`src/rtl/core/sgs_pkg.sv`:
```
// sgs_pkg: shared types, widths and codes of the shot group statistics block
// used by sgs_stats, sgs_divsqrt and shot_group_statistics; depends on nothing

package sgs_pkg;

  localparam int COORD_BITS    = 16;
  localparam int MAX_HITS_DEF  = 1024;
  localparam int SCORE_BITS    = 8;

  localparam int HIT_COUNT_W   = 11;
  localparam int TOTAL_SCORE_W = 18;
  localparam int X_COUNT_W     = 11;
  localparam int GROUP_W       = COORD_BITS + 1;
  localparam int RMS_W         = COORD_BITS;

  localparam logic CMD_ADD   = 1'b0;
  localparam logic CMD_CLEAR = 1'b1;

  localparam logic [1:0] MUL_X  = 2'd0;
  localparam logic [1:0] MUL_Y  = 2'd1;
  localparam logic [1:0] MUL_DX = 2'd2;
  localparam logic [1:0] MUL_DY = 2'd3;

  localparam logic UNIT_DIV  = 1'b0;
  localparam logic UNIT_SQRT = 1'b1;

  typedef struct packed {
    logic                          cmd;
    logic signed [COORD_BITS-1:0]  hit_x;
    logic signed [COORD_BITS-1:0]  hit_y;
    logic [SCORE_BITS-1:0]         score;
    logic                          in_x_ring;
  } hit_t;

  typedef struct packed {
    logic [HIT_COUNT_W-1:0]        hit_count;
    logic [TOTAL_SCORE_W-1:0]      total_score;
    logic [X_COUNT_W-1:0]          x_ring_count;
    logic signed [COORD_BITS-1:0]  center_x;
    logic signed [COORD_BITS-1:0]  center_y;
    logic [GROUP_W-1:0]            group_size;
    logic [RMS_W-1:0]              rms_radius;
    logic                          full_res;
  } result_t;

  typedef struct packed {
    logic       clear;
    logic       add;
    logic       mul_en;
    logic [1:0] mul_sel;
  } stats_ctl_t;

endpackage

```
`src/rtl/core/sgs_stats.sv`:
```
// sgs_stats: running sums, sums of squares, bounding box and totals
// one shared squaring multiplier; depends on sgs_pkg

module sgs_stats #(
  parameter int MAX_HITS = sgs_pkg::MAX_HITS_DEF,
  localparam int C       = sgs_pkg::COORD_BITS,
  localparam int CNT_W   = $clog2(MAX_HITS + 1),
  localparam int SUM_W   = C + CNT_W,
  localparam int SQ_W    = 2 * C - 2 + CNT_W,
  localparam int SQS_W   = SQ_W + 1,
  localparam int DIAG_W  = 2 * C + 1,
  localparam int SCORE_W = sgs_pkg::SCORE_BITS + CNT_W
) (
  input  logic                               clk,
  input  logic                               rst,
  input  sgs_pkg::stats_ctl_t                ctl,
  input  logic signed [C-1:0]                hit_x,
  input  logic signed [C-1:0]                hit_y,
  input  logic [sgs_pkg::SCORE_BITS-1:0]     score,
  input  logic                               in_x_ring,
  output logic [CNT_W-1:0]                   count,
  output logic signed [SUM_W-1:0]            sum_x,
  output logic signed [SUM_W-1:0]            sum_y,
  output logic [SQS_W-1:0]                   sum_sq,
  output logic [DIAG_W-1:0]                  diag,
  output logic [SCORE_W-1:0]                 score_total,
  output logic [CNT_W-1:0]                   x_ring_total
);

  logic [SQ_W-1:0]     sum_x2;
  logic [SQ_W-1:0]     sum_y2;
  logic signed [C-1:0] least_x;
  logic signed [C-1:0] greatest_x;
  logic signed [C-1:0] least_y;
  logic signed [C-1:0] greatest_y;
  logic [C-1:0]        abs_x;
  logic [C-1:0]        abs_y;
  logic [C-1:0]        dx;
  logic [C-1:0]        dy;
  logic [C-1:0]        mul_a;
  logic [2*C-1:0]      prod;

  assign abs_x  = hit_x[C-1] ? C'(-hit_x) : C'(hit_x);
  assign abs_y  = hit_y[C-1] ? C'(-hit_y) : C'(hit_y);
  assign dx     = C'(greatest_x - least_x);
  assign dy     = C'(greatest_y - least_y);
  assign sum_sq = SQS_W'(sum_x2) + SQS_W'(sum_y2);

  always_comb begin
    case (ctl.mul_sel)
      sgs_pkg::MUL_X:  mul_a = abs_x;
      sgs_pkg::MUL_Y:  mul_a = abs_y;
      sgs_pkg::MUL_DX: mul_a = dx;
      sgs_pkg::MUL_DY: mul_a = dy;
      default:         mul_a = '0;
    endcase
  end

  assign prod = mul_a * mul_a;

  always_ff @(posedge clk) begin
    if (rst || ctl.clear) begin
      count        <= '0;
      sum_x        <= '0;
      sum_y        <= '0;
      sum_x2       <= '0;
      sum_y2       <= '0;
      least_x      <= '0;
      greatest_x   <= '0;
      least_y      <= '0;
      greatest_y   <= '0;
      score_total  <= '0;
      x_ring_total <= '0;
      diag         <= '0;
    end else begin
      if (ctl.add) begin
        count       <= count + 1'b1;
        sum_x       <= sum_x + SUM_W'(hit_x);
        sum_y       <= sum_y + SUM_W'(hit_y);
        score_total <= score_total + SCORE_W'(score);
        if (in_x_ring) begin
          x_ring_total <= x_ring_total + 1'b1;
        end
        if (count == '0 || hit_x < least_x) begin
          least_x <= hit_x;
        end
        if (count == '0 || hit_x > greatest_x) begin
          greatest_x <= hit_x;
        end
        if (count == '0 || hit_y < least_y) begin
          least_y <= hit_y;
        end
        if (count == '0 || hit_y > greatest_y) begin
          greatest_y <= hit_y;
        end
      end
      if (ctl.mul_en) begin
        case (ctl.mul_sel)
          sgs_pkg::MUL_X:  sum_x2 <= sum_x2 + SQ_W'(prod);
          sgs_pkg::MUL_Y:  sum_y2 <= sum_y2 + SQ_W'(prod);
          sgs_pkg::MUL_DX: diag   <= DIAG_W'(prod);
          sgs_pkg::MUL_DY: diag   <= diag + DIAG_W'(prod);
          default: ;
        endcase
      end
    end
  end

endmodule

```
`config.mk`:
```
export PLATFORM = sky130hd
export DESIGN_NAME = sgs_stats
export DESIGN_NICKNAME = d
export VERILOG_FILES = /design/src/rtl/core/sgs_pkg.sv /design/src/rtl/core/sgs_stats.sv
export SDC_FILE = /design/constraint.sdc
export NUM_CORES = 2
export LEC_CHECK = 0
export ABC_AREA = 1
export BUFFER_PORTS_ARGS = -buffer_cell sky130_fd_sc_hd__buf_4
export CORE_MARGIN = 2
export CORE_UTILIZATION = 45
export CTS_BUF_LIST = sky130_fd_sc_hd__clkbuf_16
export DETAILED_ROUTE_END_ITERATION = 7
export GPL_ROUTABILITY_DRIVEN = 1
export HOLD_SLACK_MARGIN = 0.02
export PLACE_DENSITY = 0.61
export RECOVER_POWER = 50
export SYNTH_ARGS = -nofsm -noshare
export SYNTH_HDL_FRONTEND = slang
export SYNTH_SLANG_ARGS = --single-unit
```
`constraint.sdc`:
```
create_clock -name clk -period 18.9 [get_ports clk]
set_input_delay 2.835 -clock clk [delete_from_list [all_inputs] [get_ports clk]]
set_output_delay 2.835 -clock clk [all_outputs]
set_load 0.02 [all_outputs]
```
* Word level (Yosys, flattened, before mapping)
Index checks and enable logic that the tools add are counted.
** Storage, ports and cells
- Output and inout port bits :: 170
- Input port bits :: 48
- Word-level logic and storage cells :: 53
- Flip-flop bits (word level) :: 274
** Operators by class
- Reductions and logical operators :: 16
- Add/subtract/negate cells :: 13
- Mux-type cells :: 4
- Equal/unequal tests :: 3
- Magnitude comparators :: 4
- Multiply operators :: 1
** Operator list (number)
- $add A41 B32 Y41 :: 2
- $pmux W33 S2 :: 1
- $pmux W16 S4 :: 1
- $add A27 B16 Y27 :: 2
- $add A41 B41 Y42 :: 1
- $add A33 B32 Y33 :: 1
- $gt A16 B16 Y1 :: 2
- $lt A16 B16 Y1 :: 2
- $mul A16 B16 Y32 :: 1
- $mux W16 :: 2
- $neg A16 Y16 :: 2
- $sub A16 B16 Y16 :: 2
- $add A11 B1 Y11 const B :: 2
- $add A19 B8 Y19 :: 1
- $reduce_and A2 Y1 :: 8
- $logic_not A11 Y1 :: 1
- $logic_or A1 B1 Y1 :: 5
- $eq A2 B2 Y1 const B :: 2
- $eq A2 B1 Y1 const B :: 1
- $logic_not A2 Y1 :: 1
- $reduce_bool A2 Y1 :: 1

* Longest topological paths before layout
- Depth after elaboration :: 6
- Depth in mapped cells :: 50
- Depth with buffers taken out :: 50

* Worst setup path before layout
OpenSTA, ideal clock, no wires.
- Path kind :: input to register
- Start :: input hit_y[1]
- End :: register sum_y2[38]
- Arrival :: 10.365 ns
- Buffers on the path :: 0
- Cell stages on the path :: 39
- Required time :: 18.785 ns
- Library setup time :: 0.115 ns
- Setup slack :: 8.420 ns
- Cells stage by stage :: inv_1 ha_1 nand3_1 nand2_1 nand3_1 o21ai_0 or2_2 nand3_1 nand4_1 nand2_4 inv_4 nand2_1 fa_1 inv_1 fa_1 fa_1 fa_1 fa_1 (+3 left out) ha_1 a21oi_1 o21a_1 o21ai_0 a221oi_1 o21ai_0 or2_2 and2_1 ha_1 nand2_1 nor2_1 nand3_1 nor3_1 nand4_1 o2111ai_1 nand4_1 nand2_1 nor2_1
** Between the ends
- Cells in the longest elaborated chain, start to end :: 5
** RTL lines
- start, declared :: RTL line sgs_stats.sv:18 : input logic signed [C-1:0] hit_y,
- $neg A16 Y16 :: RTL line sgs_stats.sv:44 : assign abs_y = hit_y[C-1] ? C'(-hit_y) : C'(hit_y);
- $mux W16 (*) :: RTL line sgs_stats.sv:44
- $pmux W16 S4 (*) :: RTL line sgs_stats.sv:50 : case (ctl.mul_sel)
- $mul A16 B16 Y32 (*) :: RTL line sgs_stats.sv:59 : assign prod = mul_a * mul_a;
- $add A41 B32 Y41 (*) :: RTL line sgs_stats.sv:100 : sgs_pkg::MUL_Y: sum_y2 <= sum_y2 + SQ_W'(prod);
- end signal, assigned :: RTL line sgs_stats.sv:100
- end, declared :: RTL line sgs_stats.sv:31 : logic [SQ_W-1:0] sum_y2;
Mark *: on every way between the ends. The rest lies on a longest branch, timed or not.
A chain may end at the register's enable or synchronous reset.

* Final worst setup path
- Start :: input ctl[0] in the netlist's numbering
- End :: register sum_x2[39]
** Between the ends
- Cells in the longest elaborated chain, start to end :: 4
- Elaborated cells between the ends (all ways) :: 8
- Classes of those cells :: add/sub: 1; mul: 1; eq/ne: 3; mux: 1; reduce/logical: 2
** RTL lines
- start, declared :: RTL line sgs_stats.sv:16 : input sgs_pkg::stats_ctl_t ctl,
- $eq A2 B2 Y1 (tied with other cells) :: RTL line sgs_stats.sv:50
- $pmux W16 S4 :: RTL line sgs_stats.sv:50
- $mul A16 B16 Y32 :: RTL line sgs_stats.sv:59
- $add A41 B32 Y41 :: RTL line sgs_stats.sv:99 : sgs_pkg::MUL_X: sum_x2 <= sum_x2 + SQ_W'(prod);
- end signal, assigned :: RTL line sgs_stats.sv:99
- end, declared :: RTL line sgs_stats.sv:30 : logic [SQ_W-1:0] sum_x2;
Several ways; a longest one is shown, not always the timed one.

==> results_tabular.tex <==
\begin{tabular}{lr}
\hline
Metric & Value \\
\hline
\multicolumn{2}{l}{\textbf{STA}} \\
\quad Worst clock skew & 0.0378 ns \\
\quad Minimum clock period after layout & 12.24 ns \\
\quad Max Clock Freq & 0.0817 GHz \\
\quad Final Cycle Share & 64.8\% \\
\quad RSZ-0062 raised after global routing & no \\
\quad Hold Fails Final Rpt & 0 \\
\quad Final setup violation count & 0 \\
\quad Final slew viol count & 278 \\
\quad Rel. slew slack & -208\% \\
\quad Setup total negative slack & 0 ns \\
\quad Transition time at the pin with the least slew margin & 4.62 ns \\
\multicolumn{2}{l}{\textbf{Outcome}} \\
\quad Result of the run & finished, violations left \\
\quad Failing checks & max-capacitance violations, max-slew violations \\
\multicolumn{2}{l}{\textbf{Detailed routing}} \\
\quad Met1 Routed Length & 51.0 mm \\
\quad Total length of routed met3 wires & 8.04 mm \\
\quad Post-route DRC violation count & 0 \\
\quad Iteration-0 DRC Markers & 2389 \\
\quad Via-per-instance ratio & 5.43 \\
\quad DRT Pass-1 Iters & 6 \\
\quad Overall routed net length & 110 mm \\
\quad Top routing layer in use & met5 \\
\quad Remaining antenna violation count & 0 \\
\quad Per-cell routed wire length & 18.0 µm \\
\quad Length of routed met2 wiring & 48.1 mm \\
\quad Via count & 33052 \\
\multicolumn{2}{l}{\textbf{Yosys}} \\
\quad Distinct cells, synth & 66 \\
\quad Top-count cell post-synth & sky130\_fd\_sc\_hd\_\_nand2\_1 \\
\quad Number of standard cells after synthesis & 4939 \\
\quad Cell types with the largest area share after synthesis & sky130\_fd\_sc\_hd\_\_dfxtp\_1 (17\%), sky130\_fd\_sc\_hd\_\_ha\_1 (15\%), sky130\_fd\_sc\_hd\_\_fa\_1 (10\%) \\
\quad Synthesized area per cell & 6.72 µm² \\
\quad Combinational family with the most area after synthesis & adder cells \\
\quad Compound-cell area share of the yosys netlist & 18.5\% \\
\quad Share of synthesized area occupied by flip-flops and latches & 16.5\% \\
\quad Count of flip-flops with a built-in enable after synthesis & 0 \\
\quad Post-synthesis xor/xnor area fraction & 5.07\% \\
\quad Yosys warns & 0 \\
\quad Cell taking the most area after synthesis & sky130\_fd\_sc\_hd\_\_dfxtp\_1 \\
\quad Synthesis-stage register bit count & 274 \\
\quad Async set or reset register ratio after synthesis & 0\% \\
\quad Net count of the mapped netlist & 5552 \\
\quad Simple-gate share of the synthesized area & 23.9\% \\
\quad Leading register cell type out of synthesis & sky130\_fd\_sc\_hd\_\_dfxtp\_1 \\
\quad Multiplexer area fraction after synthesis & 0\% \\
\quad Area fraction of the dominant cell type after synthesis & 16.5\% \\
\quad Adder-cell share of the synthesized area & 25.1\% \\
\quad Post-Synthesis Cell Area & 33200 µm² \\
\quad Commonest cells post-synth & sky130\_fd\_sc\_hd\_\_nand2\_1 (830), sky130\_fd\_sc\_hd\_\_inv\_1 (802), sky130\_fd\_sc\_hd\_\_nor2\_1 (611), sky130\_fd\_sc\_hd\_\_a21oi\_1 (480), sky130\_fd\_sc\_hd\_\_ha\_1 (399) \\
\multicolumn{2}{l}{\textbf{Place}} \\
\quad Routability-driven placement congestion ratio & 0.989 \\
\quad Number of input and output port buffers inserted & 217 \\
\quad Final HPWL from detailed placement & 88.7 mm \\
\multicolumn{2}{l}{\textbf{Hold path}} \\
\quad Type of the worst min-delay path & flop to flop \\
\quad Beginning of the worst hold path & score\_total[15]\$\_SDFFE\_PP0P\_ \\
\multicolumn{2}{l}{\textbf{Die}} \\
\quad Initial Util & 45.5\% \\
\quad Floorplan core area & 73000 µm² \\
\quad I/O Pins & 218 \\
\quad Die H & 276 µm \\
\quad Horizontal die dimension & 276 µm \\
\quad Standard-cell rows & 99 \\
\quad Full die area & 75900 µm² \\
\multicolumn{2}{l}{\textbf{Worst setup path}} \\
\quad Largest delay share family, worst path & adder cells \\
\quad Launching instance or port of the critical path & ctl[0] \\
\quad Critical Setup Path Class & input pin to flop \\
\quad Worst path arrival time & 12.76 ns \\
\quad Endpoint class of the critical path & flop \\
\quad Element type at the critical path start & input pin \\
\quad Dominant cell type by count on the critical path & sky130\_fd\_sc\_hd\_\_inv\_1 \\
\quad Count of buffering cells on the critical path with inverters included & 10 \\
\quad Max incr delay on CP & 0.71 ns \\
\quad Top fanout value on the critical path & 37 \\
\quad Critical-path top delay cell & sky130\_fd\_sc\_hd\_\_xor2\_1 \\
\quad Worst Path Required & 19.42 ns \\
\quad Source of the worst register-to-register timing path & least\_x[2]\$\_SDFFE\_PP0P\_ \\
\multicolumn{2}{l}{\textbf{CTS}} \\
\quad Maximum level of the CTS H-tree & 2 \\
\quad Clock slew seen by the registers of the worst setup and hold paths & 0.06 ns \\
\quad Total clock sinks & 274 \\
\quad Source-to-sink clock delay at the later pin of the worst-skew pair & 0.59 ns \\
\quad Clock buffers created by TritonCTS & 38 \\
\quad Number of buffers added to fix hold violations after cts & 0 \\
\quad Quantity of gates resized following cts & 0 \\
\quad Clock tree from TritonCTS & built \\
\quad Clock root buffer master & sky130\_fd\_sc\_hd\_\_clkbuf\_16 \\
\quad CTS Buffer Depth & 3 \\
\quad Number of setup buffers added after CTS & 0 \\
\multicolumn{2}{l}{\textbf{Layout}} \\
\quad Number of fillers in the final layout & 7711 \\
\quad Growth of design area from synthesis to finish & 9.98\% \\
\quad Final layout net count & 5715 \\
\quad Share of layout cells above drive strength 1 & 5.19\% \\
\multicolumn{2}{l}{\textbf{Run}} \\
\quad Max capacitance violation total & 4 \\
\multicolumn{2}{l}{\textbf{Global routing}} \\
\quad First-pass GRT wire length & 173 mm \\
\quad Total global-route track usage & 28.8\% \\
\quad Largest net degree at the start of global routing & 98 \\
\quad Number of global-route vias before repair & 31317 \\
\quad Initial antenna violation count & 2 \\
\quad Overflow left after global routing & 0 \\
\hline
\end{tabular}
==> sequential cells by signal, indices dropped and copies added, names as in the netlist <==
name          flops
least_y          16
diag             33
score_total      19
greatest_y       16
sum_y2           41
greatest_x       16
least_x          16
sum_x            27
x_ring_total     11
sum_x2           41
count            11
sum_y            27
==> final timing paths <==
check	to	slack, ns	depth (start not counted)
min reg2reg	score_total[15]$_SDFFE_PP0P_	0.46	2
min	score_total[15]$_SDFFE_PP0P_	0.46	2
max	sum_x2[39]$_SDFFE_PP0P_	6.66	38
max reg2reg	sum_x2[39]$_SDFFE_PP0P_	8.36	39
==> cell families (layout without fill, tap and decap cells) <==
kind of cell	count (synthesis)	in the layout
compound gates	1082	1082
other cells	0	1
buf+inv	941	1132
fa+ha+maj	565	565
flops	274	274
xor+xnor	192	192
simple gates	1885	1885
==> worst register-to-register path, delay by kind of cell (launching register included) <==
family | cells | cell delay (ns)
AO/OA/AOI/OAI | 10 | 2.94
XOR/XNOR | 1 | 0.71
adder cells (fa/ha/maj) | 9 | 4.28
buffers and inverters | 7 | 0.73
flip-flops | 1 | 0.33
AND/OR/NAND/NOR | 12 | 1.51
==> through the flow <==
step	area (µm²)	cells	hold WS [ns]	worst slack (ns)	util, %
finish	36500	6090	0.464	6.66	50.0
global route	36500	6089	0.498	6.06	50.0
CTS	37000	6089	0.475	6.85	50.7
detailed placement	35700	6021	0.461	6.26	48.9
global placement	35700	6021	0.460	6.29	48.9
floorplan	33200	4939	0.447	8.42	-
==> routing by layer <==
layer / GRT usage [%] / vias to the layer above
li1: - / 16486
met1: 40.6 / 15418
met2: 45.8 / 987
met3: 4.52 / 159
met4: 7.14 / 2
met5: 0 / -
==> final cells by class <==
class	count	area (µm²)	area share [%]
Timing Repair Buffer	239	1300	3.56
Clock inverter	30	377	1.03
Multi-Input combinational cell	3724	24100	66.0
Sequential cell	274	5490	15.0
Antenna cell	1	2.50	0.00686
Tap cell	959	1200	3.29
Clock buffer	38	951	2.61
Inverter	825	3100	8.49
==> cells in the final DEF, fill, tap and decap left out, types with 13 or more instances in the layout <==
cell and count:
sky130_fd_sc_hd__nand2_1 830, sky130_fd_sc_hd__inv_1 803, sky130_fd_sc_hd__nor2_1 609, sky130_fd_sc_hd__a21oi_1 480
sky130_fd_sc_hd__ha_1 399, sky130_fd_sc_hd__o21ai_0 299, sky130_fd_sc_hd__dfxtp_1 274, sky130_fd_sc_hd__nand3_1 256
sky130_fd_sc_hd__fa_1 166, sky130_fd_sc_hd__clkbuf_1 133, sky130_fd_sc_hd__xor2_1 127, sky130_fd_sc_hd__buf_4 104
sky130_fd_sc_hd__xnor2_1 65, sky130_fd_sc_hd__nor3_1 53, sky130_fd_sc_hd__a31oi_1 51, sky130_fd_sc_hd__a21o_1 46
sky130_fd_sc_hd__o211ai_1 44, sky130_fd_sc_hd__o21bai_1 41, sky130_fd_sc_hd__clkbuf_16 38, sky130_fd_sc_hd__nand4_1 36
sky130_fd_sc_hd__o21a_1 23, sky130_fd_sc_hd__o21ai_1 19, sky130_fd_sc_hd__inv_2 17, sky130_fd_sc_hd__nand3b_1 17
sky130_fd_sc_hd__nor4_1 15, sky130_fd_sc_hd__or2_2 13, sky130_fd_sc_hd__clkinv_1 13
Power is not shown: default switching activity piles up to over one toggle a cycle in this logic, so the estimate is an artifact.
