**config.mk**
```make
export PLATFORM = sky130hd
export DESIGN_NAME = sgs_divsqrt
export DESIGN_NICKNAME = d
export VERILOG_FILES = /design/src/rtl/core/sgs_pkg.sv /design/src/rtl/core/sgs_divsqrt.sv
export SDC_FILE = /design/constraint.sdc
export NUM_CORES = 1
export LEC_CHECK = 0
export ABC_CLOCK_PERIOD_IN_PS = 4200
export BUFFER_PORTS_ARGS = -buffer_cell sky130_fd_sc_hd__buf_2
export CORE_UTILIZATION = 52
export CTS_CLUSTER_SIZE = 28
export DETAILED_ROUTE_END_ITERATION = 16
export PLACE_DENSITY = 0.77
export SYNTH_ARGS = -nofsm -noshare
export SYNTH_HDL_FRONTEND = slang
export SYNTH_SLANG_ARGS = --single-unit
```
**constraint.sdc**
```tcl
create_clock -name clk -period 4.2 [get_ports clk]
set_input_delay 1.26 -clock clk [delete_from_list [all_inputs] [get_ports clk]]
set_output_delay 1.26 -clock clk [all_outputs]
set_load 0.005 [all_outputs]
```
**src/rtl/core/sgs_pkg.sv**
```systemverilog
// sgs_pkg: shared types, widths and codes of the shot group statistics block
// used by sgs_stats, sgs_divsqrt and shot_group_statistics; depends on nothing

package sgs_pkg;

  localparam int COORD_BITS    = 16;
  localparam int MAX_HITS_DEF  = 1024;
  localparam int SCORE_BITS    = 8;

  localparam int HIT_COUNT_W   = 11;
  localparam int TOTAL_SCORE_W = 18;
  localparam int X_COUNT_W     = 11;
  localparam int GROUP_W       = COORD_BITS + 1;
  localparam int RMS_W         = COORD_BITS;

  localparam logic CMD_ADD   = 1'b0;
  localparam logic CMD_CLEAR = 1'b1;

  localparam logic [1:0] MUL_X  = 2'd0;
  localparam logic [1:0] MUL_Y  = 2'd1;
  localparam logic [1:0] MUL_DX = 2'd2;
  localparam logic [1:0] MUL_DY = 2'd3;

  localparam logic UNIT_DIV  = 1'b0;
  localparam logic UNIT_SQRT = 1'b1;

  typedef struct packed {
    logic                          cmd;
    logic signed [COORD_BITS-1:0]  hit_x;
    logic signed [COORD_BITS-1:0]  hit_y;
    logic [SCORE_BITS-1:0]         score;
    logic                          in_x_ring;
  } hit_t;

  typedef struct packed {
    logic [HIT_COUNT_W-1:0]        hit_count;
    logic [TOTAL_SCORE_W-1:0]      total_score;
    logic [X_COUNT_W-1:0]          x_ring_count;
    logic signed [COORD_BITS-1:0]  center_x;
    logic signed [COORD_BITS-1:0]  center_y;
    logic [GROUP_W-1:0]            group_size;
    logic [RMS_W-1:0]              rms_radius;
    logic                          full_res;
  } result_t;

  typedef struct packed {
    logic       clear;
    logic       add;
    logic       mul_en;
    logic [1:0] mul_sel;
  } stats_ctl_t;

endpackage

```
**src/rtl/core/sgs_divsqrt.sv**
```systemverilog
// sgs_divsqrt: shared restoring divider and digit-by-digit square root
// one quotient bit or one root bit per cycle; depends on sgs_pkg

module sgs_divsqrt #(
  parameter int OP_W    = 2 * sgs_pkg::COORD_BITS - 1 + $clog2(sgs_pkg::MAX_HITS_DEF + 1),
  parameter int DIV_W   = $clog2(sgs_pkg::MAX_HITS_DEF + 1),
  parameter int ROOT_W  = sgs_pkg::COORD_BITS + 1,
  localparam int STEP_W = $clog2(OP_W + 1),
  localparam int REM_W  = (DIV_W + 1 > ROOT_W + 3) ? DIV_W + 1 : ROOT_W + 3
) (
  input  logic              clk,
  input  logic              rst,
  input  logic              start,
  input  logic              mode,
  input  logic [OP_W-1:0]   operand,
  input  logic [DIV_W-1:0]  divisor,
  input  logic [STEP_W-1:0] steps,
  output logic              busy,
  output logic              done,
  output logic [OP_W-1:0]   result
);

  logic              mode_r;
  logic [DIV_W-1:0]  divisor_r;
  logic [OP_W-1:0]   opnd;
  logic [REM_W-1:0]  rem;
  logic [OP_W-1:0]   quo;
  logic [STEP_W-1:0] left;
  logic [REM_W-1:0]  rem_sh;
  logic [REM_W-1:0]  trial;
  logic              ge;

  assign busy   = (left != '0);
  assign result = quo;

  always_comb begin
    if (mode_r == sgs_pkg::UNIT_DIV) begin
      rem_sh = {rem[REM_W-2:0], opnd[OP_W-1]};
      trial  = REM_W'(divisor_r);
    end else begin
      rem_sh = {rem[REM_W-3:0], opnd[OP_W-1:OP_W-2]};
      trial  = {quo[REM_W-3:0], 2'b01};
    end
  end

  assign ge = (rem_sh >= trial);

  always_ff @(posedge clk) begin
    if (rst) begin
      left <= '0;
      done <= 1'b0;
    end else begin
      done <= 1'b0;
      if (start) begin
        mode_r    <= mode;
        divisor_r <= divisor;
        opnd      <= operand;
        rem       <= '0;
        quo       <= '0;
        left      <= steps;
      end else if (busy) begin
        rem  <= ge ? rem_sh - trial : rem_sh;
        quo  <= {quo[OP_W-2:0], ge};
        left <= left - 1'b1;
        if (mode_r == sgs_pkg::UNIT_DIV) begin
          opnd <= {opnd[OP_W-2:0], 1'b0};
        end else begin
          opnd <= {opnd[OP_W-3:0], 2'b00};
        end
        if (left == STEP_W'(1)) begin
          done <= 1'b1;
        end
      end
    end
  end

endmodule

```
* Word-level counts from Yosys, hierarchy flattened
Index checks and enable logic that the tools add are counted.
** Storage, ports and cells
- Register bits after elaboration :: 122
** Operators by class
- Equality and inequality tests :: 1
- Reductions and logical operators :: 5
- Add/sub/neg operators :: 2
- Bitwise logic cells :: 2
- Muxes and demuxes :: 11
- Order comparisons :: 1
** Operators with widths (number)
- $mux 42 :: 4
- $mux 20 :: 2
- $mux 19 :: 2
- $ge 20x20->1 :: 1
- $sub 19x19->19 :: 1
- $mux 6 :: 2
- $eq 6x1->1 const B :: 1
- $reduce_bool 6->1 :: 1
- $sub 6x1->6 const B :: 1
- $reduce_and 2->1 :: 2
- $reduce_or 3->1 :: 1
- $not 1->1 :: 2
- $reduce_bool 2->1 :: 1
- $mux 1 :: 1

* Logic depth before layout (Yosys ltp)
Gate-level depths: netlist of run 1.
- Depth in word-level cells :: 4
- Gate-level depth with buffers :: 16
- Depth with buffers taken out :: 11

* Worst setup path before layout of run 1
OpenSTA, ideal clock, no wires.
- Kind :: input port to flip-flop
- Start :: in start
- End :: reg opnd[0] (enable)
- Stages on the path :: 4
- Buffers on the path :: 2
- Path slack :: -0.189 ns
- Arrival :: 3.933 ns
- Setup time :: 0.456 ns
- Path through :: clkbuf_1 -> clkbuf_1 -> o21bai_1 -> inv_1
** Between the ends
- Word-level cells in the longest chain between the ends :: 2
** RTL lines
- from (decl) :: RTL line sgs_divsqrt.sv:13 : input logic start,
- $reduce_bool 2->1 (no line)
- $reduce_and 2->1 (no line)
- to (signal assigned) :: RTL line sgs_divsqrt.sv:57 : opnd <= operand;
- to (signal assigned) :: RTL line sgs_divsqrt.sv:66 : opnd <= {opnd[OP_W-2:0], 1'b0};
- to (signal assigned) :: RTL line sgs_divsqrt.sv:68 : opnd <= {opnd[OP_W-3:0], 2'b00};
- to (decl) :: RTL line sgs_divsqrt.sv:25 : logic [OP_W-1:0] opnd;
Every way passes these cells.
A chain may end at the register's enable or synchronous reset.

* Final worst setup path of run 1
- Start :: reg mode_r
- End :: reg rem[6] (data pin)
** Between the ends
- Word-level cells in the longest chain between the ends :: 4
- Elaborated cells on any way between the ends :: 6
- Classes of those cells :: 1 x add/sub; 1 x order compare; 4 x mux
** RTL lines
- from (decl) :: RTL line sgs_divsqrt.sv:23 : logic mode_r;
- from (signal assigned) :: RTL line sgs_divsqrt.sv:55 : mode_r <= mode;
- $mux 20 :: RTL line sgs_divsqrt.sv:37 : if (mode_r == sgs_pkg::UNIT_DIV) begin
- $sub 19x19->19 or $ge 20x20->1 (tied branches) :: RTL line sgs_divsqrt.sv:62, sgs_divsqrt.sv:46
- $mux 19 * :: RTL line sgs_divsqrt.sv:62 : rem <= ge ? rem_sh - trial : rem_sh;
- $mux 19 * :: RTL line sgs_divsqrt.sv:61 : end else if (busy) begin
- to (signal assigned) :: RTL line sgs_divsqrt.sv:62
- to (decl) :: RTL line sgs_divsqrt.sv:26 : logic [REM_W-1:0] rem;
Every way passes the cells marked *; elsewhere a longest branch is shown, timed or not. The select of a mux whose other input is x is not followed.

==> impl_results.md, run 1 <==
* Initial Util at about 54%
* Leading cell type in the layout, fill and taps excluded: edfxtp_1
* Multi-input combinational cell area at 2820 um2
* Met2 Use GR at 34.1%
* Clock tree buffer depth at 2
* RePlAce Congestion at about 0.9
* WP data arrival at roughly 3.8 ns
* Die area at approximately 13000 um2
* Layout cells sized above 1 at approximately 27%
* Worst setup margin at between 0.5 and 0.6 ns
* Switch share at around a third
* Post-CTS setup buffer count at 0
* Number of buffers created by CTS at 17
* # port buffers at 106
* TritonCTS clock tree: built
* Post-layout util at between 60% and 70%
* Most frequent cells in the layout: edfxtp_1 (115), buf_2 (105), nand2_1 (66), mux2i_1 (53), o21ai_0 (51)
* Routed Antenna Nets at 0
* Largest net degree at the start of global routing at roughly 160
* Slew HR at just under 30%
* Area contributors post-synth: edfxtp_1 (52%), mux2i_1 (8.1%), ha_1 (4.2%), nor2b_1 (4.2%), o21ai_0 (3.9%)
* Final period utilization at slightly below 90%
* Top cell by count, worst path: buf_4
* Die Height at between 100 and 150 um
* Register area at 3590 um2
* Status: finished, final reports clean
* Final HPWL DP at between 8000 and 9000 um
* Setup crit end kind: flop
* Clk slew on worst S/H paths at 0.06 ns
* Area leader, netlist: edfxtp_1
* Synth top area share at 52.4%
* Post-place instance area at 7300 um2
* Layout Nets at 760
* Hold Violations, Final at 0
* Post-synthesis cell count at between 500 and 600
* Min-delay worst type: reg2reg
* Pins Over Slew Limit at 0
* WL/cell at approximately 15 um
* Yosys reg bits at 122
* Detailed Routing Iterations Pass 1 at 4
* Ant diodes at 0
* Sequential area share after synthesis at 54.6%
* Synth async-reset ratio at 0%
* Critical Path RT at around 4.4 ns
* Leak Pwr at 3.18 nW
* Final instance area at 7890 um2
* End point of the critical path: rem[6]
* Via count at between 4000 and 5000
* Core area at roughly 12000 um2
* Most Used Layer, Global Route: met2
* Rows at 40
* Worst Setup SP: mode_r
* Number of flops mapped to enable cells by yosys at roughly 120
* P&R area growth vs syn at 19.8%
* Syn nets at 654
* Slew @ Worst Pin at about 1.1 ns
* NetSw at between 0.001 and 0.0015 W
* Combinational share of power at 31.3%
* # DRC at 0
* Type of the worst setup path: reg2reg
* Minimum clock period at between 3 and 4 ns
* Worst R2R End: rem[6]
* GRT overflow at 0
* Clock power frac at between 30% and 40%
* Vias/cell at 5.45
* Syn Std Cell Area at 6590 um2
* H-tree levels at 4
* Total GRT Usage at between 20% and 30%
* Synth cell types at 50
* Critical-path cell list: buf_4 > mux2_2 > ha_1 > nand4_2 > nor4_1 > nor3_1 > a211oi_4 > buf_4 > mux2i_1 > nor2_1
* Slowest stage delay, CP at 0.69 ns
* Setup slack, reg-to-reg at approximately 0.52 ns
* Power Dens Cells at 570 nW/um2
* DRT iter0 DRCs at 356
* Initial antenna violation count at 0
* Met3 Usage GRT at 6.72%
* R2R cell count at 10
* Fillers at 960
* Hold Buf Count CTS at 0
* Total chip power at between 0.004 and 0.005 W
* Pre-CTS setup slack at between 0.5 and 0.6 ns
* Slowest CP cell: edfxtp_1
* Clock root buffer: clkbuf_16
* Final wirelength at ~13000 um
* Vias in the first global route at 4530
* Ys Warns at 0
* Type of origin of the critical path: flop
* Clk_lat worst skew at around 0.42 ns
* RSZ-0062 raised after global routing: false
* Clock Skew at 0.0134 ns
* Post-cts resize count at 0
* Global-route wire length before repair at around 22000 um
* Internal at roughly 0.0031 W
* FMAX at roughly 270 MHz
* Max cap viols at 0
* I/O pin cnt at approximately 110
* Setup TNS at 0 ns
* Met1 Use GR at roughly 28%
* CTS sink cnt at ~120
* Post-synth top flop: edfxtp_1
* Die Wd at around 110 um
* CP max FO at 20
* Final setup viols at 0
* Worst IR Drop VDD at between 0.3 and 0.4 mV
* Sequential share of power at 36.8%
* Reg2reg start: mode_r
* Mean Syn Cell Area at ~12 um2
-- synth_stat cells (3+ instances only) --
| library cell | number |
|---|---|
| mux2i_1 | 53 |
| a21oi_1 | 25 |
| nor2b_1 | 44 |
| o211ai_1 | 5 |
| xnor2_1 | 10 |
| o21bai_1 | 3 |
| a211oi_1 | 6 |
| edfxtp_1 | 115 |
| xor2_1 | 8 |
| o21ai_0 | 51 |
| a21o_1 | 3 |
| nor4_1 | 3 |
| ha_1 | 22 |
| dfxtp_1 | 7 |
| nand4_1 | 3 |
| mux2_2 | 20 |
| nor2_2 | 5 |
| nand2_1 | 66 |
| a211oi_2 | 6 |
| nor3_1 | 4 |
| nand2b_1 | 11 |
| nor2_1 | 24 |
| o22ai_1 | 5 |
| inv_1 | 10 |
| clkbuf_1 | 17 |
| buf_2 | 9 |
| a211o_1 | 3 |
-- registers in the layout (all words and copies together) (netlist names) --
signal / flops
divisor_r: 11
done: 1
result: 42
left: 6
mode_r: 1
rem: 19
opnd: 42
-- layer usage --
metal,up-vias,wire length [um]
met5,-,0
met4,0,88
met3,8,761
met2,147,6420
met1,2197,5920
li1,2305,-
-- power groups by stage --
stage          clock network (W)  logic, W  registers (W)
3_3_place_gp                   0   0.00134        0.00167
4_1_cts                  0.00146   0.00140        0.00166
3_5_place_dp                   0   0.00138        0.00168
2_1_floorplan                  0   0.00108        0.00165
6_report                 0.00144   0.00141        0.00166
5_1_grt                  0.00151   0.00155        0.00168
-- how the worst min path moves through the flow --
stage / from / end / slack (ns) / cells past startpoint
final: result[28] / result[29] / 0.56 / 1
after global routing: result[28] / result[29] / 0.58 / 1
after CTS: result[28] / result[29] / 0.56 / 1
after detailed placement: result[29] / result[30] / 0.54 / 1
after global placement: result[39] / result[40] / 0.55 / 1
after floorplan: opnd[0] / opnd[1] / 0.54 / 1
-- stage by stage --
| stage | hold slack [ns] | cells |
|---|---|---|
| global placement | 0.548 | 823 |
| floorplan | 0.537 | 568 |
| detailed placement | 0.543 | 823 |
| CTS | 0.562 | 855 |
| global route | 0.575 | 855 |
| finish | 0.559 | 855 |
-- logic make-up (layout without fill, tap and decap cells) --
group                    Yosys count  count (layout)  synth area share [%]
multiplexers                      73              73                  11.5
AND/OR/NAND/NOR                  171             171                  12.9
AO/OA/AOI/OAI                    121             121                  11.5
buffers and inverters             40             159                  2.70
adder cells (fa/ha/maj)           23              23                  4.48
flip-flops                       122             122                  54.6
XOR/XNOR                          18              18                  2.39
-- layout make-up --
type	count	share of cell area [%]
inverter	10	0.523
clock inverter	9	1.06
timing repair buffer	117	7.96
multi-input combinational	406	35.8
clock buffer	23	6.47
tap	168	2.66
sequential	122	45.5
-- worst max-delay path, delay by kind of cell, from the launching register on --
| kind | cells | cell delay (ns) |
|---|---|---|
| AND/OR/NAND/NOR | 4 | 0.79 |
| flip-flops | 1 | 0.69 |
| buffers and inverters | 2 | 0.64 |
| multiplexers | 2 | 0.60 |
| adder cells (fa/ha/maj) | 1 | 0.38 |
| AO/OA/AOI/OAI | 1 | 0.29 |
Note: power is estimated with default switching activity, not from simulation.
==> inputs of run 2 (changes only) <==
--- a/config.mk
+++ b/config.mk
@@ -7,10 +7,9 @@
 export LEC_CHECK = 0
 export ABC_CLOCK_PERIOD_IN_PS = 4200
 export BUFFER_PORTS_ARGS = -buffer_cell sky130_fd_sc_hd__buf_2
-export CORE_UTILIZATION = 52
-export CTS_CLUSTER_SIZE = 28
+export CORE_UTILIZATION = 30
+export CTS_CLUSTER_SIZE = 40
 export DETAILED_ROUTE_END_ITERATION = 16
-export PLACE_DENSITY = 0.77
 export SYNTH_ARGS = -nofsm -noshare
 export SYNTH_HDL_FRONTEND = slang
 export SYNTH_SLANG_ARGS = --single-unit
==> run 2 against run 1 <==
Effect of this change: worst setup slack better by 0.19 ns; clock power about the same; critical path depth up 2; sequential share of layout area down 0.57 points; cell count up 12%; hold slack better by 0.00084 ns; via count down 1.8%; largest cell class unchanged.
==> impl_results.md, run 2 (same netlist as run 1, synthesis figures left out) <==
* Routed Antenna Nets at 0 (unchanged)
* # port buffers at 106 (unchanged)
* Vias/cell at 4.77 (-12%)
* Die Wd at 150 um (+31%)
* Rows at 53 (+33%)
* Post-place instance area at 7420 um2 (+1.7%)
* CP max FO at 17 (-15%)
* Final wirelength at 13800 um (+4.4%)
* Pins Over Slew Limit at 0 (unchanged)
* Global-route wire length before repair at 22100 um (+2.1%)
* Hold Crit Depth at 1 (unchanged)
* # DRC at 0 (unchanged)
* Clock Skew at 0.00699 ns (-0.00640 ns)
* Top cell by count, worst path: inv_1
* Min-delay worst type: reg2reg
* Ant diodes at 0 (unchanged)
* Post-CTS setup buffer count at 0 (unchanged)
* R2R cell count at 12 (+2)
* Initial antenna violation count at 0 (unchanged)
* DRT iter0 DRCs at 251 (-29%)
* Reg2reg start: mode_r
* Most frequent cells in the layout: edfxtp_1 (115), buf_2 (105), nand2_1 (66), mux2i_1 (53), o21ai_0 (51)
* Final instance area at 7990 um2 (+1.3%)
* Largest net degree at the start of global routing at 148 (-6.9%)
* P&R area growth vs syn at 21.3%
* Final setup viols at 0 (unchanged)
* Layout Nets at 757 (-0.39%)
* Clk_lat worst skew at 0.41 ns (about the same)
* Die Height at 150 um (+31%)
* Critical path's top delay family: compound AO/OA/AOI/OAI gates
* Slew @ Worst Pin at 0.671 ns (-0.391 ns)
* Leak Pwr at 3.16 nW (-0.68%)
* Max cap viols at 0 (unchanged)
* Power Dens Cells at 561 nW/um2 (-1.6%)
* Clk slew on worst S/H paths at 0.06 ns (about the same)
* Slew HR at 55.3% (+26 points)
* I/O pin cnt at 107 (unchanged)
* Critical-path cell list: buf_4 > mux2i_1 > ha_1 > inv_1 > fa_1 > a211oi_1 > o211ai_1 > a21oi_2 > a211oi_4 > nand2b_1 > inv_1 > a31o_2
* Final HPWL DP at 9010 um (+2.2%)
* GRT overflow at 0 (unchanged)
* Endpoint, Worst Hold: opnd[1]
* Hold Buf Count CTS at 0 (unchanged)
* Clock root buffer: clkbuf_16
* RSZ-0062 raised after global routing: false
* FMAX at 286 MHz (+5.3%)
* Type of the worst setup path: reg2reg
* Leading cell type in the layout, fill and taps excluded: edfxtp_1
* TritonCTS clock tree: built
* Fillers at 2092 (+120%)
* Worst IR Drop VDD at 0.262 mV (-20%)
* WP data arrival at 3.67 ns (-0.16 ns)
* Number of buffers created by CTS at 17 (unchanged)
* Buf/Inv on CP at 3 (+1)
* Minimum clock period at 3.50 ns (-0.186 ns)
* Hold Violations, Final at 0 (unchanged)
* Worst R2R End: rem[17]
* Die area at 22600 um2 (+72%)
* Via count at 4571 (-1.8%)
* Core area at 21300 um2 (+75%)
* Status: finished, final reports clean
* Type of origin of the critical path: flop
* Detailed Routing Iterations Pass 1 at 4 (unchanged)
* Worst hold start: opnd[0]
* Slowest stage delay, CP at 0.41 ns (-0.28 ns)
* Clock tree buffer depth at 2 (unchanged)
* Post-cts resize count at 0 (unchanged)
* Total GRT Usage at 12.7% (-8.7 points)
* RePlAce Congestion at 0.820 (-10%)
* Setup TNS at 0 ns (unchanged)
* WL/cell at 14.4 um (-6.9%)
* CTS sink cnt at 122 (unchanged)
* Vias in the first global route at 4463 (-1.5%)
* Slowest CP cell: fa_1
* Critical Path RT at 4.37 ns (+0.02 ns)
* Setup slack, reg-to-reg at 0.70 ns (+0.19 ns)
* Setup crit end kind: flop
* H-tree levels at 4 (unchanged)
* Final period utilization at 83.2% (-4.4 points)
* Layout cells sized above 1 at 25.9% (-1.2 points)
* Initial Util at 30.9% (-23 points)
run 2: worst max-delay path by stage:
stage | depth (start not counted) | from | end
after floorplan | 4 | start | opnd[0]
after global placement | 10 | mode_r | rem[6]
after detailed placement | 12 | mode_r | rem[1]
after CTS | 12 | mode_r | rem[17]
after global routing | 12 | mode_r | rem[17]
final | 12 | mode_r | rem[17]
run 2: worst reg2reg max path, cell delays in order, from the launching register on:
cell and delay, ns:
edfxtp_1 0.35, buf_4 0.27, mux2i_1 0.29, ha_1 0.21, inv_1 0.06, fa_1 0.41
a211oi_1 0.33, o211ai_1 0.25, a21oi_2 0.30, a211oi_4 0.17, nand2b_1 0.31, inv_1 0.10
a31o_2 0.21
run 2: per-layer routing:
layer  vias to the layer above  GRT usage [%]  wire length (um)
met5                         -              0                 0
met4                         0           4.85               192
met3                        14           3.58               524
met2                        97           19.5              6230
met1                      2158           17.0              6830
li1                       2302              -                 -
run 2: report_power, final:
part	switching [W]	internal, W	leakage [nW]	total [W]
combinational	0.000787	0.000599	1.70	0.00139
sequential	0.0000894	0.00156	1.20	0.00165
clock	0.000519	0.000926	0.270	0.00144
run 2: stage by stage:
| step | power, W | hold slack [ns] | cells | util [%] | worst slack [ns] |
|---|---|---|---|---|---|
| 3_5_place_dp | 0.00306 | 0.555 | 927 | 34.9 | 0.724 |
| 3_3_place_gp | 0.00305 | 0.547 | 927 | 34.9 | 0.823 |
| 6_report | 0.00448 | 0.560 | 959 | 37.5 | 0.704 |
| 2_1_floorplan | 0.00273 | 0.537 | 568 | - | 0.282 |
| 5_1_grt | 0.00476 | 0.586 | 959 | 37.5 | 0.417 |
| 4_1_cts | 0.00453 | 0.568 | 959 | 37.5 | 0.698 |
run 2: cell type report:
cell class	count	area (um2)	area share, %
multi-input cells	406	2820	35.3
flip-flops and latches	122	3590	45.0
well taps	275	344	4.31
clock buffers	23	448	5.61
clock inverters	9	123	1.53
inverters	10	41.3	0.517
repair buffers	114	618	7.74
==> inputs of run 3 (changes only) <==
--- a/config.mk
+++ b/config.mk
@@ -5,7 +5,7 @@
 export SDC_FILE = /design/constraint.sdc
 export NUM_CORES = 1
 export LEC_CHECK = 0
-export ABC_CLOCK_PERIOD_IN_PS = 4200
+export ABC_CLOCK_PERIOD_IN_PS = 3260
 export BUFFER_PORTS_ARGS = -buffer_cell sky130_fd_sc_hd__buf_2
 export CORE_UTILIZATION = 30
 export CTS_CLUSTER_SIZE = 40
==> constraint.sdc (replaced) <==
create_clock -name clk -period 3.26 [get_ports clk]
set_input_delay 0.978 -clock clk [delete_from_list [all_inputs] [get_ports clk]]
set_output_delay 0.978 -clock clk [all_outputs]
set_load 0.005 [all_outputs]
==> run 3 against run 2 <==
Effect of this change: utilization grew 0.73 points; first-iteration DRC count shrank 6.4%; sequential cell count is the same; non-clock buffer count grew 14; worst setup slack lost 0.56 ns; critical path type unchanged; largest power group unchanged.
==> impl_results.md, run 3 (same netlist as run 1, synthesis figures left out) <==
* Status: finished, final reports clean
* Minimum clock period at 3.11 ns (-0.381 ns)
* Total chip power at 0.00583 W (+30%)
* Clock root buffer: clkbuf_16
* Multi-input combinational cell area at 2860 um2 (+1.3%)
* Layout Cells excl Fill at 973 (+1.5%)
* Global-route wire length before repair at 22100 um (-0.28%)
* Fillers at 2112 (+0.96%)
* # DRC at 0 (unchanged)
* Switch share at 31.8% (+0.64 points)
* Slew @ Worst Pin at 0.665 ns (-0.00559 ns)
* TritonCTS clock tree: built
* Via count at 4533 (-0.83%)
* Largest net degree at the start of global routing at 104 (-30%)
* Setup TNS at 0 ns (unchanged)
* Register area at 3590 um2 (unchanged)
* Initial Util at 30.9% (unchanged)
* H-tree levels at 4 (unchanged)
* Ant diodes at 0 (unchanged)
* Die area at 22600 um2 (unchanged)
* Min-delay worst type: reg2reg
* Layout cells sized above 1 at 29.1% (+3.2 points)
* Detailed Routing Iterations Pass 1 at 4 (unchanged)
* Clock tree buffer depth at 2 (unchanged)
* Rows at 53 (unchanged)
* Clk_lat worst skew at 0.41 ns (about the same)
* # port buffers at 106 (unchanged)
* Internal at 0.00398 W (+29%)
* Slew HR at 55.7% (+0.37 points)
* NetSw at 0.00185 W (+33%)
* Number of buffers created by CTS at 17 (unchanged)
* Combinational share of power at 32.6% (+1.7 points)
* Die Height at 150 um (unchanged)
* Most frequent cells in the layout: edfxtp_1 (115), buf_2 (105), nand2_1 (66), mux2i_1 (52), o21ai_0 (51)
* CP max FO at 17 (unchanged)
* Core area at 21300 um2 (unchanged)
* Critical Path RT at 3.41 ns (-0.96 ns)
* Final HPWL DP at 9100 um (+0.93%)
* Post-place instance area at 7470 um2 (+0.73%)
* Initial antenna violation count at 0 (unchanged)
* Final setup viols at 0 (unchanged)
* Final instance area at 8150 um2 (+1.9%)
* Clock Skew at 0.00589 ns (-0.00110 ns)
* Vias in the first global route at 4518 (+1.2%)
* FMAX at 321 MHz (+12%)
* Max cap viols at 0 (unchanged)
* Type of origin of the critical path: flop
* Leak Pwr at 3.24 nW (+2.3%)
* Final period utilization at 95.5% (+12 points)
* Pins Over Slew Limit at 0 (unchanged)
* Power Dens Cells at 716 nW/um2 (+28%)
* Hold Violations, Final at 0 (unchanged)
* RSZ-0062 raised after global routing: true
* Vias/cell at 4.66 (-2.3%)
* Placed Cells at 931 (+0.43%)
* P&R area growth vs syn at 23.7%
* Clk slew on worst S/H paths at 0.06 ns (about the same)
* Post-layout util at 38.3% (+0.73 points)
* RePlAce Congestion at 0.832 (+1.5%)
* Leading cell type in the layout, fill and taps excluded: edfxtp_1
* Die Wd at 150 um (unchanged)
* WP data arrival at 3.27 ns (-0.40 ns)
* Setup slack, reg-to-reg at 0.15 ns (-0.56 ns)
* CTS sink cnt at 122 (unchanged)
* I/O pin cnt at 107 (unchanged)
* Worst IR Drop VDD at 0.353 mV (+35%)
* GRT overflow at 0 (unchanged)
* DRT iter0 DRCs at 235 (-6.4%)
* Setup crit end kind: flop
* Total GRT Usage at 12.7% (-0.041 points)
* Routed Antenna Nets at 0 (unchanged)
* Final wirelength at 13700 um (-0.26%)
* Type of the worst setup path: reg2reg
* WL/cell at 14.1 um (-1.7%)
* Sequential share of power at 36.4% (-0.4 points)
* Clock power frac at 30.9% (-1.3 points)
* Layout Nets at 771 (+1.8%)
-- run 3: cell count changes in the layout (fill, tap and decap cells not counted), moves of 2 or more --
cell	previous run	this run
clkinvlp_4	3	5
buf_4	7	17
buf_6	0	3
clkinv_2	2	5
clkbuf_1	6	1
-- run 3: path summary, 6_finish.rpt --
check,endpoint,cells past startpoint,start
max,rem[8],12,mode_r
min,result[31],1,result[30]
max reg2reg,rem[8],12,mode_r
min reg2reg,result[31],1,result[30]
-- run 3: per-stage QoR --
step	worst slack (ns)	hold WS (ns)
finish	0.145	0.567
global placement	0.149	0.539
CTS	0.0575	0.573
floorplan	-0.0674	0.537
global route	-0.00605	0.584
detailed placement	0.0974	0.558
-- run 3: final cells by class --
| class | instances | share of cell area [%] |
|---|---|---|
| inverters | 10 | 0.507 |
| multi-input cells | 406 | 35.1 |
| clock inverters | 14 | 1.61 |
| repair buffers | 128 | 9.17 |
| clock buffers | 18 | 5.27 |
| well taps | 275 | 4.22 |
| flip-flops and latches | 122 | 44.1 |
-- run 3: power groups by stage --
stage               sequential (W)  clock (W)  combinational (W)
floorplan                  0.00212          0            0.00140
global placement           0.00216          0            0.00179
detailed placement         0.00216          0            0.00180
CTS                        0.00213    0.00186            0.00182
global route               0.00215    0.00192            0.00211
finish                     0.00213    0.00180            0.00190
-- run 3: repair_timing --
| item | CTS | global route |
|---|---|---|
| gates resized for setup | 0 | 9 |
| hold buffers | 0 | 0 |
| setup buffers | 0 | 10 |
| endpoints found under the setup margin | 0 | 13 |
-- run 3: worst max-delay path, stage by stage (launching register included) --
cell and delay (ns):
edfxtp_1 0.44, buf_12 0.19, or2_2 0.29, ha_1 0.19
inv_1 0.07, fa_2 0.24, a211oi_2 0.08, o211ai_1 0.36
a21oi_2 0.16, a211oi_4 0.33, buf_6 0.22, mux2i_1 0.21
nor2_1 0.05
-- run 3: routing by layer --
metal | vias up | wire length, um | share of wire (%) | track usage (%)
met3 | 9 | 599 | 4.4 | 3.70
met4 | 0 | 142 | 1.0 | 3.84
li1 | 2317 | - | - | -
met1 | 2121 | 6400 | 47 | 16.3
met5 | - | 0 | 0 | 0
met2 | 86 | 6600 | 48 | 20.5
